==> config.mk <==
export PLATFORM = sky130hd
export DESIGN_NAME = frame_time_window_stats_flat
export DESIGN_NICKNAME = d
export VERILOG_FILES = /design/src/hdl/ftws_pkg.sv /design/src/hdl/ftws_if.sv /design/src/hdl/ftws_div.sv /design/src/hdl/ftws_datapath.sv /design/src/hdl/ftws_ctrl.sv /design/src/hdl/frame_time_window_stats.sv /design/src/flat_wrapper.sv
export SDC_FILE = /design/constraint.sdc
export NUM_CORES = 2
export LEC_CHECK = 0
export ABC_AREA = 1
export CORE_UTILIZATION = 60
export DETAILED_ROUTE_END_ITERATION = 16
export DONT_BUFFER_PORTS = 1
export GPL_TIMING_DRIVEN = 0
export PLACE_DENSITY_LB_ADDON = 0.12
export SETUP_SLACK_MARGIN = 0.2
export SKIP_CTS_REPAIR_TIMING = 1
export SYNTH_ARGS = -nofsm -noshare
export SYNTH_HDL_FRONTEND = slang
export SYNTH_HIERARCHICAL = 1
export SYNTH_SLANG_ARGS = --single-unit
==> constraint.sdc <==
create_clock -name clk -period 17.2 [get_ports clk]
set_input_delay 1.72 -clock clk [delete_from_list [all_inputs] [get_ports clk]]
set_output_delay 1.72 -clock clk [all_outputs]
set_load 0.01 [all_outputs]
==> src/hdl/ftws_pkg.sv <==
// shared types and constants for the frame time window statistics block
`default_nettype none
package ftws_pkg;

    localparam logic [1:0] MODE_BEGIN = 2'd0;
    localparam logic [1:0] MODE_END   = 2'd1;
    localparam logic [1:0] MODE_CLEAR = 2'd2;

    localparam logic [27:0] US_PER_S_Q8 = 28'd256000000;
    localparam logic [27:0] FPS_MAX     = 28'hFFFFFFF;
    localparam logic [19:0] PFRAMES_MAX = 20'hFFFFF;
    localparam logic [51:0] PSUM_MAX    = 52'hFFFFFFFFFFFFF;

    localparam logic [31:0] PERIOD_RESET = 32'd1000000;

    localparam int          CFG_AW        = 3;
    localparam logic [2:0]  ADDR_ENABLE   = 3'd0;
    localparam logic [2:0]  ADDR_PERIOD   = 3'd4;

    typedef enum logic [1:0] {
        DIV_PFPS  = 2'd0,
        DIV_PMEAN = 2'd1,
        DIV_FPS   = 2'd2,
        DIV_MEAN  = 2'd3
    } ftws_div_sel_t;

    typedef struct packed {
        logic          load_item;
        logic          set_frame_start;
        logic          clear;
        logic          update;
        logic          mul;
        logic          period_reset;
        logic          div_start;
        ftws_div_sel_t div_sel;
        logic          cap_pfps;
        logic          cap_pmean;
        logic          cap_fps;
        logic          push;
        logic          scan_step;
        logic          cap_minmax;
        logic          cap_mean;
        logic          load_out;
    } ftws_cmd_t;

    typedef struct packed {
        logic [1:0] mode;
        logic       enable;
        logic       period_hit;
        logic       frames_nz;
        logic       ft_nz;
        logic       scan_done;
        logic       div_done;
    } ftws_sts_t;

    typedef struct packed {
        logic [31:0] frame_time_us;
        logic [27:0] fps_q8;
        logic [31:0] window_min_us;
        logic [31:0] window_max_us;
        logic [31:0] window_mean_us;
        logic [27:0] period_fps_q8;
        logic [31:0] period_mean_us;
        logic [31:0] frame_total;
    } ftws_metrics_t;

endpackage
`default_nettype wire

==> src/hdl/ftws_if.sv <==
// valid/ready channel interfaces for event beats and result beats
`default_nettype none
interface ftws_in_if;
    logic        valid;
    logic        ready;
    logic [1:0]  mode;
    logic [31:0] timestamp_us;

    modport source (output valid, output mode, output timestamp_us, input ready);
    modport sink (input valid, input mode, input timestamp_us, output ready);
endinterface

interface ftws_out_if #(parameter int FW = 7);
    logic          valid;
    logic          ready;
    logic [31:0]   frame_time_us;
    logic [27:0]   fps_q8;
    logic [31:0]   window_min_us;
    logic [31:0]   window_max_us;
    logic [31:0]   window_mean_us;
    logic [27:0]   period_fps_q8;
    logic [31:0]   period_mean_us;
    logic [31:0]   frame_total;
    logic [FW-1:0] window_fill;

    modport source (output valid, output frame_time_us, output fps_q8, output window_min_us,
                    output window_max_us, output window_mean_us, output period_fps_q8,
                    output period_mean_us, output frame_total, output window_fill,
                    input ready);
    modport sink (input valid, input frame_time_us, input fps_q8, input window_min_us,
                  input window_max_us, input window_mean_us, input period_fps_q8,
                  input period_mean_us, input frame_total, input window_fill,
                  output ready);
endinterface
`default_nettype wire

==> src/hdl/ftws_div.sv <==
// 64 by 32 bit restoring divider, one quotient bit per cycle
`default_nettype none
module ftws_div (
    input  wire logic        clk,
    input  wire logic        rst_n,
    input  wire logic        start,
    input  wire logic [63:0] dividend,
    input  wire logic [31:0] divisor,
    output logic             done,
    output logic [63:0]      quotient
);
    logic [32:0] rem_reg, rem_next;
    logic [63:0] quo_reg, quo_next;
    logic [31:0] dvs_reg, dvs_next;
    logic [5:0]  cnt_reg, cnt_next;
    logic        busy_reg, busy_next;
    logic        done_reg, done_next;
    logic [32:0] shifted;

    always_comb
    begin
        rem_next  = rem_reg;
        quo_next  = quo_reg;
        dvs_next  = dvs_reg;
        cnt_next  = cnt_reg;
        busy_next = busy_reg;
        done_next = done_reg;
        shifted   = {rem_reg[31:0], quo_reg[63]};
        if (start)
        begin
            rem_next  = '0;
            quo_next  = dividend;
            dvs_next  = divisor;
            cnt_next  = '0;
            busy_next = 1'b1;
            done_next = 1'b0;
        end
        else if (busy_reg)
        begin
            if (shifted >= {1'b0, dvs_reg})
            begin
                rem_next = shifted - {1'b0, dvs_reg};
                quo_next = {quo_reg[62:0], 1'b1};
            end
            else
            begin
                rem_next = shifted;
                quo_next = {quo_reg[62:0], 1'b0};
            end
            cnt_next = cnt_reg + 6'd1;
            if (cnt_reg == 6'd63)
            begin
                busy_next = 1'b0;
                done_next = 1'b1;
            end
        end
    end

    always_ff @(posedge clk or negedge rst_n)
    begin
        if (!rst_n)
        begin
            busy_reg <= 1'b0;
            done_reg <= 1'b0;
            cnt_reg  <= '0;
        end
        else
        begin
            busy_reg <= busy_next;
            done_reg <= done_next;
            cnt_reg  <= cnt_next;
        end
    end

    always_ff @(posedge clk)
    begin
        rem_reg <= rem_next;
        quo_reg <= quo_next;
        dvs_reg <= dvs_next;
    end

    assign done     = done_reg;
    assign quotient = quo_reg;
endmodule
`default_nettype wire

==> src/hdl/ftws_datapath.sv <==
// datapath: event registers, period counters, window store, scan and divider
`default_nettype none
module ftws_datapath #(
    parameter int HISTORY_DEPTH = 64,
    parameter int FW = 7
) (
    input  wire logic                 clk,
    input  wire logic                 rst_n,
    input  wire ftws_pkg::ftws_cmd_t  cmd,
    output ftws_pkg::ftws_sts_t       sts,
    input  wire logic [1:0]           in_mode,
    input  wire logic [31:0]          in_timestamp_us,
    input  wire logic                 cfg_enable,
    input  wire logic [31:0]          cfg_period_us,
    output ftws_pkg::ftws_metrics_t   metrics,
    output logic [FW-1:0]             window_fill
);
    import ftws_pkg::*;

    localparam int AW = (HISTORY_DEPTH > 1) ? $clog2(HISTORY_DEPTH) : 1;
    localparam int SW = 32 + FW;
    localparam logic [FW-1:0] DEPTH_F = FW'(HISTORY_DEPTH);
    localparam logic [AW-1:0] LAST_IDX = AW'(HISTORY_DEPTH - 1);

    logic [31:0]   mem [HISTORY_DEPTH];
    logic [31:0]   rdata_reg;
    logic          rd_en;
    logic [AW-1:0] rd_addr;

    logic [1:0]    mode_reg;
    logic [31:0]   ts_reg;
    logic [31:0]   frame_start_reg;
    logic [31:0]   period_start_reg;
    logic [31:0]   elapsed_reg;
    logic [19:0]   pframes_reg;
    logic [51:0]   psum_reg;
    logic [47:0]   prod_reg;
    logic [AW-1:0] head_reg;
    logic [FW-1:0] fill_reg;
    logic [SW-1:0] sum_reg;
    logic [FW-1:0] scan_idx_reg;
    logic          rd_pend_reg;
    logic          first_reg;
    logic [31:0]   lo_reg, hi_reg;
    ftws_metrics_t met_reg;

    logic [31:0]   ft_now;
    logic [52:0]   psum_add;
    logic [SW-1:0] sum_base;
    logic [63:0]   div_dividend;
    logic [31:0]   div_divisor;
    logic          div_done;
    logic [63:0]   div_q;

    assign ft_now   = ts_reg - frame_start_reg;
    assign psum_add = {1'b0, psum_reg} + 53'(ft_now);
    assign sum_base = (fill_reg == DEPTH_F) ? (sum_reg - SW'(rdata_reg)) : sum_reg;

    always_comb
    begin
        case (cmd.div_sel)
            DIV_PFPS:
            begin
                div_dividend = 64'(prod_reg);
                div_divisor  = elapsed_reg;
            end
            DIV_PMEAN:
            begin
                div_dividend = 64'(psum_reg);
                div_divisor  = 32'(pframes_reg);
            end
            DIV_FPS:
            begin
                div_dividend = 64'(US_PER_S_Q8);
                div_divisor  = met_reg.frame_time_us;
            end
            DIV_MEAN:
            begin
                div_dividend = 64'(sum_reg);
                div_divisor  = 32'(fill_reg);
            end
            default:
            begin
                div_dividend = '0;
                div_divisor  = '0;
            end
        endcase
    end

    ftws_div u_div (
        .clk      (clk),
        .rst_n    (rst_n),
        .start    (cmd.div_start),
        .dividend (div_dividend),
        .divisor  (div_divisor),
        .done     (div_done),
        .quotient (div_q)
    );

    // window store
    assign rd_en   = cmd.update || (cmd.scan_step && (scan_idx_reg != fill_reg));
    assign rd_addr = cmd.update ? head_reg : scan_idx_reg[AW-1:0];

    always_ff @(posedge clk)
    begin
        if (cmd.push)
        begin
            mem[head_reg] <= met_reg.frame_time_us;
        end
        if (rd_en)
        begin
            rdata_reg <= mem[rd_addr];
        end
    end

    always_ff @(posedge clk)
    begin
        if (cmd.load_item)
        begin
            mode_reg <= in_mode;
            ts_reg   <= in_timestamp_us;
        end
        if (cmd.update)
        begin
            elapsed_reg <= ts_reg - period_start_reg;
        end
        if (cmd.mul)
        begin
            prod_reg <= 48'(pframes_reg) * 48'(US_PER_S_Q8);
        end
    end

    always_ff @(posedge clk or negedge rst_n)
    begin
        if (!rst_n)
        begin
            frame_start_reg  <= '0;
            period_start_reg <= '0;
            pframes_reg      <= '0;
            psum_reg         <= '0;
            head_reg         <= '0;
            fill_reg         <= '0;
            sum_reg          <= '0;
            scan_idx_reg     <= '0;
            rd_pend_reg      <= 1'b0;
            first_reg        <= 1'b0;
            lo_reg           <= '0;
            hi_reg           <= '0;
            met_reg          <= '0;
        end
        else
        begin
            if (cmd.set_frame_start)
            begin
                frame_start_reg <= ts_reg;
            end
            if (cmd.clear)
            begin
                met_reg  <= '0;
                head_reg <= '0;
                fill_reg <= '0;
                sum_reg  <= '0;
            end
            if (cmd.update)
            begin
                met_reg.frame_time_us <= ft_now;
                met_reg.frame_total   <= met_reg.frame_total + 32'd1;
                if (pframes_reg != PFRAMES_MAX)
                begin
                    pframes_reg <= pframes_reg + 20'd1;
                end
                psum_reg <= psum_add[52] ? PSUM_MAX : psum_add[51:0];
            end
            if (cmd.period_reset)
            begin
                pframes_reg      <= '0;
                psum_reg         <= '0;
                period_start_reg <= ts_reg;
            end
            if (cmd.cap_pfps)
            begin
                met_reg.period_fps_q8 <= (div_q > 64'(FPS_MAX)) ? FPS_MAX : div_q[27:0];
            end
            if (cmd.cap_pmean)
            begin
                met_reg.period_mean_us <= (div_q[63:32] != '0) ? '1 : div_q[31:0];
            end
            if (cmd.cap_fps)
            begin
                met_reg.fps_q8 <= div_q[27:0];
            end
            if (cmd.push)
            begin
                sum_reg  <= sum_base + SW'(met_reg.frame_time_us);
                if (fill_reg != DEPTH_F)
                begin
                    fill_reg <= fill_reg + FW'(1);
                end
                head_reg     <= (head_reg == LAST_IDX) ? '0 : head_reg + AW'(1);
                scan_idx_reg <= '0;
                rd_pend_reg  <= 1'b0;
                first_reg    <= 1'b1;
            end
            if (cmd.scan_step)
            begin
                if (scan_idx_reg != fill_reg)
                begin
                    scan_idx_reg <= scan_idx_reg + FW'(1);
                end
                rd_pend_reg <= (scan_idx_reg != fill_reg);
                if (rd_pend_reg)
                begin
                    first_reg <= 1'b0;
                    if (first_reg || (rdata_reg < lo_reg))
                    begin
                        lo_reg <= rdata_reg;
                    end
                    if (first_reg || (rdata_reg > hi_reg))
                    begin
                        hi_reg <= rdata_reg;
                    end
                end
            end
            if (cmd.cap_minmax)
            begin
                met_reg.window_min_us <= lo_reg;
                met_reg.window_max_us <= hi_reg;
            end
            if (cmd.cap_mean)
            begin
                met_reg.window_mean_us <= div_q[31:0];
            end
        end
    end

    always_comb
    begin
        sts.mode       = mode_reg;
        sts.enable     = cfg_enable;
        sts.period_hit = (elapsed_reg >= cfg_period_us);
        sts.frames_nz  = (pframes_reg != '0);
        sts.ft_nz      = (met_reg.frame_time_us != '0);
        sts.scan_done  = (scan_idx_reg == fill_reg) && !rd_pend_reg;
        sts.div_done   = div_done;
    end

    assign metrics     = met_reg;
    assign window_fill = fill_reg;

    a_fill_bound: assert property (@(posedge clk) disable iff (!rst_n)
        fill_reg <= DEPTH_F)
        else $error("window fill beyond depth");

    a_clear_empties: assert property (@(posedge clk) disable iff (!rst_n)
        cmd.clear |=> (fill_reg == '0) && (sum_reg == '0))
        else $error("clear left window contents");

    a_mean_nonempty: assert property (@(posedge clk) disable iff (!rst_n)
        cmd.cap_mean |-> (fill_reg != '0))
        else $error("window mean taken over empty window");

    a_push_grows: assert property (@(posedge clk) disable iff (!rst_n)
        (cmd.push && (fill_reg != DEPTH_F)) |=> (fill_reg == $past(fill_reg) + FW'(1)))
        else $error("window fill did not grow on push");
endmodule
`default_nettype wire

==> src/hdl/ftws_ctrl.sv <==
// controller state machine sequencing one event through the datapath
`default_nettype none
module ftws_ctrl (
    input  wire logic                clk,
    input  wire logic                rst_n,
    input  wire logic                in_valid,
    output logic                     in_ready,
    input  wire logic                out_free,
    input  wire ftws_pkg::ftws_sts_t sts,
    output ftws_pkg::ftws_cmd_t      cmd
);
    import ftws_pkg::*;

    typedef enum logic [15:0] {
        ST_IDLE       = 16'h0001,
        ST_EXEC       = 16'h0002,
        ST_UPD        = 16'h0004,
        ST_PER        = 16'h0008,
        ST_PFPS_GO    = 16'h0010,
        ST_PFPS_WAIT  = 16'h0020,
        ST_PMEAN_GO   = 16'h0040,
        ST_PMEAN_WAIT = 16'h0080,
        ST_FPS_CHK    = 16'h0100,
        ST_FPS_GO     = 16'h0200,
        ST_FPS_WAIT   = 16'h0400,
        ST_PUSH       = 16'h0800,
        ST_SCAN       = 16'h1000,
        ST_MEAN_GO    = 16'h2000,
        ST_MEAN_WAIT  = 16'h4000,
        ST_FINISH     = 16'h8000
    } ftws_state_t;

    ftws_state_t state_reg, state_next;

    always_comb
    begin
        state_next = state_reg;
        cmd        = '0;
        cmd.div_sel = DIV_MEAN;
        in_ready   = 1'b0;
        case (state_reg)
            ST_IDLE:
            begin
                in_ready      = 1'b1;
                cmd.load_item = in_valid;
                if (in_valid)
                begin
                    state_next = ST_EXEC;
                end
            end
            ST_EXEC:
            begin
                state_next = ST_FINISH;
                if (sts.mode == MODE_BEGIN && sts.enable)
                begin
                    cmd.set_frame_start = 1'b1;
                end
                else if (sts.mode == MODE_END && sts.enable)
                begin
                    state_next = ST_UPD;
                end
                else if (sts.mode == MODE_CLEAR)
                begin
                    cmd.clear = 1'b1;
                end
            end
            ST_UPD:
            begin
                cmd.update = 1'b1;
                state_next = ST_PER;
            end
            ST_PER:
            begin
                cmd.mul    = 1'b1;
                state_next = ST_FPS_CHK;
                if (sts.period_hit)
                begin
                    if (sts.frames_nz)
                    begin
                        state_next = ST_PFPS_GO;
                    end
                    else
                    begin
                        cmd.period_reset = 1'b1;
                    end
                end
            end
            ST_PFPS_GO:
            begin
                cmd.div_start = 1'b1;
                cmd.div_sel   = DIV_PFPS;
                state_next    = ST_PFPS_WAIT;
            end
            ST_PFPS_WAIT:
            begin
                cmd.div_sel = DIV_PFPS;
                if (sts.div_done)
                begin
                    cmd.cap_pfps = 1'b1;
                    state_next   = ST_PMEAN_GO;
                end
            end
            ST_PMEAN_GO:
            begin
                cmd.div_start = 1'b1;
                cmd.div_sel   = DIV_PMEAN;
                state_next    = ST_PMEAN_WAIT;
            end
            ST_PMEAN_WAIT:
            begin
                cmd.div_sel = DIV_PMEAN;
                if (sts.div_done)
                begin
                    cmd.cap_pmean    = 1'b1;
                    cmd.period_reset = 1'b1;
                    state_next       = ST_FPS_CHK;
                end
            end
            ST_FPS_CHK:
            begin
                state_next = sts.ft_nz ? ST_FPS_GO : ST_PUSH;
            end
            ST_FPS_GO:
            begin
                cmd.div_start = 1'b1;
                cmd.div_sel   = DIV_FPS;
                state_next    = ST_FPS_WAIT;
            end
            ST_FPS_WAIT:
            begin
                cmd.div_sel = DIV_FPS;
                if (sts.div_done)
                begin
                    cmd.cap_fps = 1'b1;
                    state_next  = ST_PUSH;
                end
            end
            ST_PUSH:
            begin
                cmd.push   = 1'b1;
                state_next = ST_SCAN;
            end
            ST_SCAN:
            begin
                cmd.scan_step = 1'b1;
                if (sts.scan_done)
                begin
                    state_next = ST_MEAN_GO;
                end
            end
            ST_MEAN_GO:
            begin
                cmd.div_start  = 1'b1;
                cmd.cap_minmax = 1'b1;
                state_next     = ST_MEAN_WAIT;
            end
            ST_MEAN_WAIT:
            begin
                if (sts.div_done)
                begin
                    cmd.cap_mean = 1'b1;
                    state_next   = ST_FINISH;
                end
            end
            ST_FINISH:
            begin
                if (out_free)
                begin
                    cmd.load_out = 1'b1;
                    state_next   = ST_IDLE;
                end
            end
            default:
            begin
                state_next = ST_IDLE;
            end
        endcase
    end

    always_ff @(posedge clk or negedge rst_n)
    begin
        if (!rst_n)
        begin
            state_reg <= ST_IDLE;
        end
        else
        begin
            state_reg <= state_next;
        end
    end
endmodule
`default_nettype wire

==> src/hdl/frame_time_window_stats.sv <==
// top level: register port, result register, controller and datapath
// begin, clear and ignored events go through the execute and finish states
// end events run serial 64-step divisions, one at a time, in one shared divider:
// one to four divisions (two more on a period hit), plus a scan over the window entries
// one event at a time; the next is taken the cycle after the result register is loaded
// reset: metrics, window and period counters zero, enable 1, display period 1000000 us
`default_nettype none
module frame_time_window_stats #(
    parameter int HISTORY_DEPTH = 64
) (
    input  wire logic                       clk,
    input  wire logic                       rst_n,
    input  wire logic                       psel,
    input  wire logic                       penable,
    input  wire logic                       pwrite,
    input  wire logic [ftws_pkg::CFG_AW-1:0] paddr,
    input  wire logic [31:0]                pwdata,
    output logic [31:0]                     prdata,
    output logic                            pready,
    ftws_in_if.sink                         in_ch,
    ftws_out_if.source                      out_ch
);
    import ftws_pkg::*;

    localparam int FW = $clog2(HISTORY_DEPTH + 1);

    logic          enable_reg;
    logic [31:0]   period_reg;
    logic          out_valid_reg;
    ftws_metrics_t out_met_reg;
    logic [FW-1:0] out_fill_reg;

    ftws_cmd_t     cmd;
    ftws_sts_t     sts;
    ftws_metrics_t metrics;
    logic [FW-1:0] fill;
    logic          out_free;
    logic          wr_en;

    assign pready = 1'b1;
    assign wr_en  = psel && penable && pwrite;

    always_ff @(posedge clk or negedge rst_n)
    begin
        if (!rst_n)
        begin
            enable_reg <= 1'b1;
            period_reg <= PERIOD_RESET;
        end
        else if (wr_en)
        begin
            if (paddr == ADDR_ENABLE)
            begin
                enable_reg <= pwdata[0];
            end
            else if (paddr == ADDR_PERIOD)
            begin
                period_reg <= pwdata;
            end
        end
    end

    always_comb
    begin
        case (paddr)
            ADDR_ENABLE: prdata = {31'd0, enable_reg};
            ADDR_PERIOD: prdata = period_reg;
            default:     prdata = '0;
        endcase
    end

    ftws_ctrl u_ctrl (
        .clk      (clk),
        .rst_n    (rst_n),
        .in_valid (in_ch.valid),
        .in_ready (in_ch.ready),
        .out_free (out_free),
        .sts      (sts),
        .cmd      (cmd)
    );

    ftws_datapath #(
        .HISTORY_DEPTH (HISTORY_DEPTH),
        .FW            (FW)
    ) u_dp (
        .clk             (clk),
        .rst_n           (rst_n),
        .cmd             (cmd),
        .sts             (sts),
        .in_mode         (in_ch.mode),
        .in_timestamp_us (in_ch.timestamp_us),
        .cfg_enable      (enable_reg),
        .cfg_period_us   (period_reg),
        .metrics         (metrics),
        .window_fill     (fill)
    );

    // result register
    assign out_free = !out_valid_reg || out_ch.ready;

    always_ff @(posedge clk or negedge rst_n)
    begin
        if (!rst_n)
        begin
            out_valid_reg <= 1'b0;
        end
        else if (cmd.load_out)
        begin
            out_valid_reg <= 1'b1;
        end
        else if (out_ch.ready)
        begin
            out_valid_reg <= 1'b0;
        end
    end

    always_ff @(posedge clk)
    begin
        if (cmd.load_out)
        begin
            out_met_reg  <= metrics;
            out_fill_reg <= fill;
        end
    end

    assign out_ch.valid          = out_valid_reg;
    assign out_ch.frame_time_us  = out_met_reg.frame_time_us;
    assign out_ch.fps_q8         = out_met_reg.fps_q8;
    assign out_ch.window_min_us  = out_met_reg.window_min_us;
    assign out_ch.window_max_us  = out_met_reg.window_max_us;
    assign out_ch.window_mean_us = out_met_reg.window_mean_us;
    assign out_ch.period_fps_q8  = out_met_reg.period_fps_q8;
    assign out_ch.period_mean_us = out_met_reg.period_mean_us;
    assign out_ch.frame_total    = out_met_reg.frame_total;
    assign out_ch.window_fill    = out_fill_reg;
endmodule
`default_nettype wire
==> src/flat_wrapper.sv <==
// flat-port wrapper written by rule: the top's interface ports become plain ports
module frame_time_window_stats_flat import ftws_pkg::*;
#(
    parameter int HISTORY_DEPTH = 64
)
  (clk, rst_n, psel, penable, pwrite, paddr, pwdata, prdata, pready, in_ch_valid, in_ch_mode, in_ch_timestamp_us, in_ch_ready, out_ch_valid, out_ch_frame_time_us, out_ch_fps_q8, out_ch_window_min_us, out_ch_window_max_us, out_ch_window_mean_us, out_ch_period_fps_q8, out_ch_period_mean_us, out_ch_frame_total, out_ch_window_fill, out_ch_ready);
  ftws_in_if in_ch_i ();
  ftws_out_if out_ch_i ();
  input  wire logic clk;
  input  wire logic rst_n;
  input  wire logic psel;
  input  wire logic penable;
  input  wire logic pwrite;
  input  wire logic [ftws_pkg::CFG_AW-1:0] paddr;
  input  wire logic [31:0] pwdata;
  output logic [31:0] prdata;
  output logic pready;
  input wire logic [$bits(in_ch_i.valid)-1:0] in_ch_valid;
  input wire logic [$bits(in_ch_i.mode)-1:0] in_ch_mode;
  input wire logic [$bits(in_ch_i.timestamp_us)-1:0] in_ch_timestamp_us;
  output wire logic [$bits(in_ch_i.ready)-1:0] in_ch_ready;
  output wire logic [$bits(out_ch_i.valid)-1:0] out_ch_valid;
  output wire logic [$bits(out_ch_i.frame_time_us)-1:0] out_ch_frame_time_us;
  output wire logic [$bits(out_ch_i.fps_q8)-1:0] out_ch_fps_q8;
  output wire logic [$bits(out_ch_i.window_min_us)-1:0] out_ch_window_min_us;
  output wire logic [$bits(out_ch_i.window_max_us)-1:0] out_ch_window_max_us;
  output wire logic [$bits(out_ch_i.window_mean_us)-1:0] out_ch_window_mean_us;
  output wire logic [$bits(out_ch_i.period_fps_q8)-1:0] out_ch_period_fps_q8;
  output wire logic [$bits(out_ch_i.period_mean_us)-1:0] out_ch_period_mean_us;
  output wire logic [$bits(out_ch_i.frame_total)-1:0] out_ch_frame_total;
  output wire logic [$bits(out_ch_i.window_fill)-1:0] out_ch_window_fill;
  input wire logic [$bits(out_ch_i.ready)-1:0] out_ch_ready;
  assign in_ch_i.valid = in_ch_valid;
  assign in_ch_i.mode = in_ch_mode;
  assign in_ch_i.timestamp_us = in_ch_timestamp_us;
  assign in_ch_ready = in_ch_i.ready;
  assign out_ch_valid = out_ch_i.valid;
  assign out_ch_frame_time_us = out_ch_i.frame_time_us;
  assign out_ch_fps_q8 = out_ch_i.fps_q8;
  assign out_ch_window_min_us = out_ch_i.window_min_us;
  assign out_ch_window_max_us = out_ch_i.window_max_us;
  assign out_ch_window_mean_us = out_ch_i.window_mean_us;
  assign out_ch_period_fps_q8 = out_ch_i.period_fps_q8;
  assign out_ch_period_mean_us = out_ch_i.period_mean_us;
  assign out_ch_frame_total = out_ch_i.frame_total;
  assign out_ch_window_fill = out_ch_i.window_fill;
  assign out_ch_i.ready = out_ch_ready;
  frame_time_window_stats #(.HISTORY_DEPTH(HISTORY_DEPTH)) u_core (.clk(clk), .rst_n(rst_n), .psel(psel), .penable(penable), .pwrite(pwrite), .paddr(paddr), .pwdata(pwdata), .prdata(prdata), .pready(pready), .in_ch(in_ch_i), .out_ch(out_ch_i));
endmodule
* Word level (Yosys, flattened, before mapping)
Memory sizes are Yosys's and may differ from the RTL's. A register that Yosys moved wholly into a read port is not among the register bits. Cells that the tools add are included.
Storage, ports and cells: register bits after elaboration 1050, bits in writable memories 2048, output and inout port bits 290, word-level logic and storage cells 231, memories 1
Memories:
- u_core.u_dp.mem | words 64, width 32, rd ports 1, clocked after Yosys merged registers in 1, wr ports 1, line ftws_datapath.sv:25 | logic [31:0] mem [HISTORY_DEPTH];
Cells by class: $add $sub $neg 12, multipliers 1, order comparisons 5, equal/unequal tests 36, multiplexer cells 90, bitwise logic cells 1, reduce and logical (&&, ||, !) cells 42
Operator list (count):
- 16-bit one-hot mux with 16 select lines | 1
- 64-bit one-hot mux with 4 select lines | 1
- 248-bit 2-to-1 mux | 1
- 32-bit 2-to-1 mux | 6
- 64-bit 2-to-1 mux | 3
- 16-bit 2-to-1 mux | 10
- 52-bit 2-to-1 mux | 3
- 32-bit one-hot mux with 4 select lines | 1
- 39-bit 2-to-1 mux | 3
- 32-bit subtractor | 3
- 28-bit 2-to-1 mux | 3
- 64-bit by 28-bit greater-than comparator with 1-bit output, second input constant | 1
- 32-bit one-hot mux with 2 select lines | 1
- 32-bit nonzero test | 2
- 20-bit 2-to-1 mux | 3
- 52-bit by 32-bit adder with 53-bit output | 1
- 7-bit 2-to-1 mux | 6
- 39-bit by 32-bit adder with 39-bit output | 1
- 39-bit by 32-bit subtractor with 39-bit output | 1
- 1-bit 2-to-1 mux | 37
- 6-bit 2-to-1 mux | 6
- 20-bit by 14-bit multiplier with 34-bit output, second input constant | 1
- 33-bit by 32-bit >= comparator with 1-bit output | 1
- 32-bit by 1-bit adder with 32-bit output, second input constant | 1
- 51 further kinds | 90

* Longest topological paths before layout
word-level depth 8, gate-level depth with buffers 33, mapped depth without buffers 33

* By module
The synthesis kept the hierarchy.
By module, submodules not included:
- ftws_datapath | instances 1, cells each 11276, area an instance 123120.6 µm², sequential area each 78200.0 µm²
- frame_time_window_stats | instances 1, cells each 486, area an instance 9469.1 µm², sequential area each 8518.2 µm²
- ftws_div | instances 1, cells each 1095, area an instance 8081.5 µm², sequential area each 3723.6 µm²
- ftws_ctrl | instances 1, cells each 192, area an instance 1297.5 µm², sequential area each 401.6 µm²

* Worst setup path after synthesis
Ideal clock, no wire load.
path type input to register, start point in out_ch_ready, end point reg u_core.out_met_reg (netlist bit u_core/out_ch.fps_q8[0]), enable pin, setup time 0.880 ns, data arrival time 12.389 ns, data required time 16.320 ns, slack 3.931 ns, cell stages on the path 4, cell sequence inv_1 -> nand2_1 -> inv_1 -> nor2_1
RTL lines:
- start: declaration | line flat_wrapper.sv:32 | input wire logic [$bits(out_ch_i.ready)-1:0] out_ch_ready;
- end signal: assignment | line frame_time_window_stats.sv:121 | out_met_reg <= metrics;
- end: declaration | line frame_time_window_stats.sv:30 | ftws_metrics_t out_met_reg;

==> qor.yml <==
status: "complete, but fails checks"
ys_seq_area_share_pct: 64.0
dp_slack_ps: 10570
cts_tree: "done"
min_period_ps: 7220
cts-buffers-inserted: 332
clock_path_buffers: 4
synth_cells: 13000
antenna_found_initial: 45
crit_path_end_kind: "flip-flop"
tns_ps: 0
wire_per_inst_um: 32.3
drc: 0
p_switching_w: 0.00662
clock_latency_ps: 1010
routed_via_density: 6.70
layout-drive-gt1-share_pct: 7.23
die_h_um: 488
start_util_pct: 60.4
crit_type: "reg -> reg"
row_count: 178
cts_root_buffer: "clkbuf_16"
hp-class: "reg -> reg"
grt_pass1_vias: 106000
tightest_slew_ps: 1700
dr.pass1.iters: 9
dieArea_um2: 239000
period_share_pct: 42.0
grt-ovfl-total: 0
drt_iter0_markers: 18300
worst_slack_ps: 9980
placed_cells: 16300
synth_ff_type: "edfxtp_1"
hold_violations: 0
portBuffers: 0
p_seq_share_pct: 46.3
nets: 14100
slew_viol_final: 32
dpl.hpwl_mm: 389
drv_cap: 11
grt_use_total_pct: 45.2
final_common_cell: "edfxtp_1"
rsz0062_at_grt: "no"
ys_ff_latch: 3130
cp_data_arrival_time_ps: 8000
cts_sinks: 3130
setup_viol: 0
clkPwrFrac_pct: 33.9
p_comb_share_pct: 19.8
core_um2: 235000
internal_power_w: 0.0144
io_pins: 366
violations: "capacitance limit, slew limit"
largest_reg_flops: 2048
max_freq_ghz: 0.138
fin_util_pct: 68.2
sw_frac_of_total_pct: 31.6
clkTransAtPathRegs_ps: 60
critPathMaxFanout: 33
async_flop_share_pct: 18.1
grt_pass1_wl_mm: 752
finClkSkew_ps: 107
totalWireLength_mm: 549
netlist_area_um2: 142000
grt_max_degree: 568
vias: 114000
p_leak_nw: 61.1
power_density_nw_per_um2: 131
synth_edf_count: 2531
top_register: "u_core/u_dp/mem"
syn2layout_area_growth_pct: 13.0
htreeDepth: 5
max-slew-margin-rel_pct: -13.4
crit_required_ps: 17980
ir_drop_mv: 0.140
yosysUniqueCellTypes: 77
layout_common_cells: "2531 x edfxtp_1, 1875 x o21ai_0, 1741 x nor2_1"
fin_cells: 17000
syn_avg_cell_area_um2: 10.9
ant_nets: 0
die_w_um: 488
start_kind: "flip-flop"
yosysWarnings: 6
place.gp.congestion: 1.07
[layout make-up]
class / count / area (µm²)
antenna: 30 / 75.1
buffer: 643 / 2740
clock buffer: 416 / 8890
clock inverter: 169 / 1780
fill: 17000 / 74800
inverter: 1092 / 4100
multi-input combinational: 8195 / 44900
sequential: 3130 / 91000
tap: 3150 / 3940
timing repair buffer: 136 / 3040
[kinds of logic after synthesis]
kind of cell / Yosys count / share of synthesized area, %
other: 2 / 0.00529
xor gates and xnor gates: 201 / 1.24
DFF: 3130 / 64.0
AOI/OAI and AO/OA: 3279 / 12.9
adders and majority gates: 517 / 4.98
buffers and inverters: 1735 / 4.82
and+or+nand+nor: 4178 / 12.0
muxes: 7 / 0.0502
[cells in the mapped netlist (all sizes together), types with 2 or more instances]
master / count / area (µm²)
nand3b: 25 / 188
inv: 1089 / 4090
nor3b: 3 / 27.5
o21ai: 1986 / 9960
and3: 2 / 12.5
a22o: 12 / 105
o211ai: 43 / 323
xor2: 124 / 1090
dfxtp: 32 / 641
a211oi: 7 / 52.6
a21boi: 11 / 90.1
edfxtp: 2531 / 76000
nand2: 1631 / 6210
a21oi: 333 / 1680
dfstp: 9 / 236
o32ai: 2 / 17.5
a21o: 19 / 143
clkbuf: 458 / 1720
a32o: 2 / 20.0
nand4: 67 / 434
xnor2: 77 / 674
conb: 2 / 7.51
ha: 436 / 5460
nand3: 497 / 2520
nor3: 68 / 340
nor4: 30 / 203
o21bai: 60 / 454
dfrtp: 558 / 14000
a22oi: 2 / 15.0
o2111ai: 9 / 78.8
or2: 8 / 50.1
a2111oi: 3 / 26.3
clkinv: 3 / 11.3
fa: 81 / 1620
o21a: 17 / 128
o22ai: 597 / 3730
and2: 10 / 62.6
mux2i: 6 / 60.1
nor2: 1834 / 7010
o31ai: 9 / 67.6
o221ai: 129 / 1130
a31oi: 32 / 200
buf: 185 / 1010
[worst max-delay path, stage by stage (launching register included)]
cell and delay [ps]:
dfrtp_1 400, nor2_2 270, nand2_4 150, nor2_1 130, nand2_1 110, inv_2 630
buf_4 320, o21ai_2 240, inv_2 320, buf_2 440, clkbuf_1 1220, clkbuf_1 750
nor2_1 300, o221ai_1 1310, nand3_1 140, nand2_1 260
[power groups by stage]
stage	Sequential [W]	Combinational, W	Clock [W]
global route	0.00971	0.00436	0.00739
floorplan	0.00972	0.00204	0
detailed placement	0.00984	0.00391	0
global placement	0.0107	0.00291	0
CTS	0.00968	0.00393	0.00710
finish	0.00971	0.00416	0.00711
[path summary, 6_finish.rpt]
check	slack, ps	start	cells past startpoint	to
worst min-delay path	410	u_core/u_dp/metrics[66]	0	u_core/out_ch.period_fps_q8[2]
worst max register to register	9980	u_core/u_ctrl/state_reg[4]	15	u_core/u_dp/rdata_reg[2]
min in group asynchronous	420	rst_n	0	u_core/u_dp/metrics[202]
worst max-delay path	9980	u_core/u_ctrl/state_reg[4]	15	u_core/u_dp/rdata_reg[2]
worst min register to register	410	u_core/u_dp/metrics[66]	0	u_core/out_ch.period_fps_q8[2]
max in group asynchronous	13880	rst_n	3	u_core/u_dp/period_start_reg[17]
[metal layers]
layer  GRT usage [%]  up-vias  wire length, µm
li1                -    47100                -
met1            59.7    55100           196000
met2            63.5     9387           227000
met3            16.3     1984            84300
met4            28.1       16            41300
met5               0        -              114
[per-stage QoR]
stage / total power, W / instance area (µm²) / hold WS (ps)
5_1_grt: 0.0215 / 160000 / 398
3_3_place_gp: 0.0136 / 146000 / 429
4_1_cts: 0.0207 / 160000 / 404
6_report: 0.0210 / 160000 / 406
2_1_floorplan: 0.0118 / 142000 / 420
3_5_place_dp: 0.0138 / 149000 / 434
(Power assumes the default switching activity.)
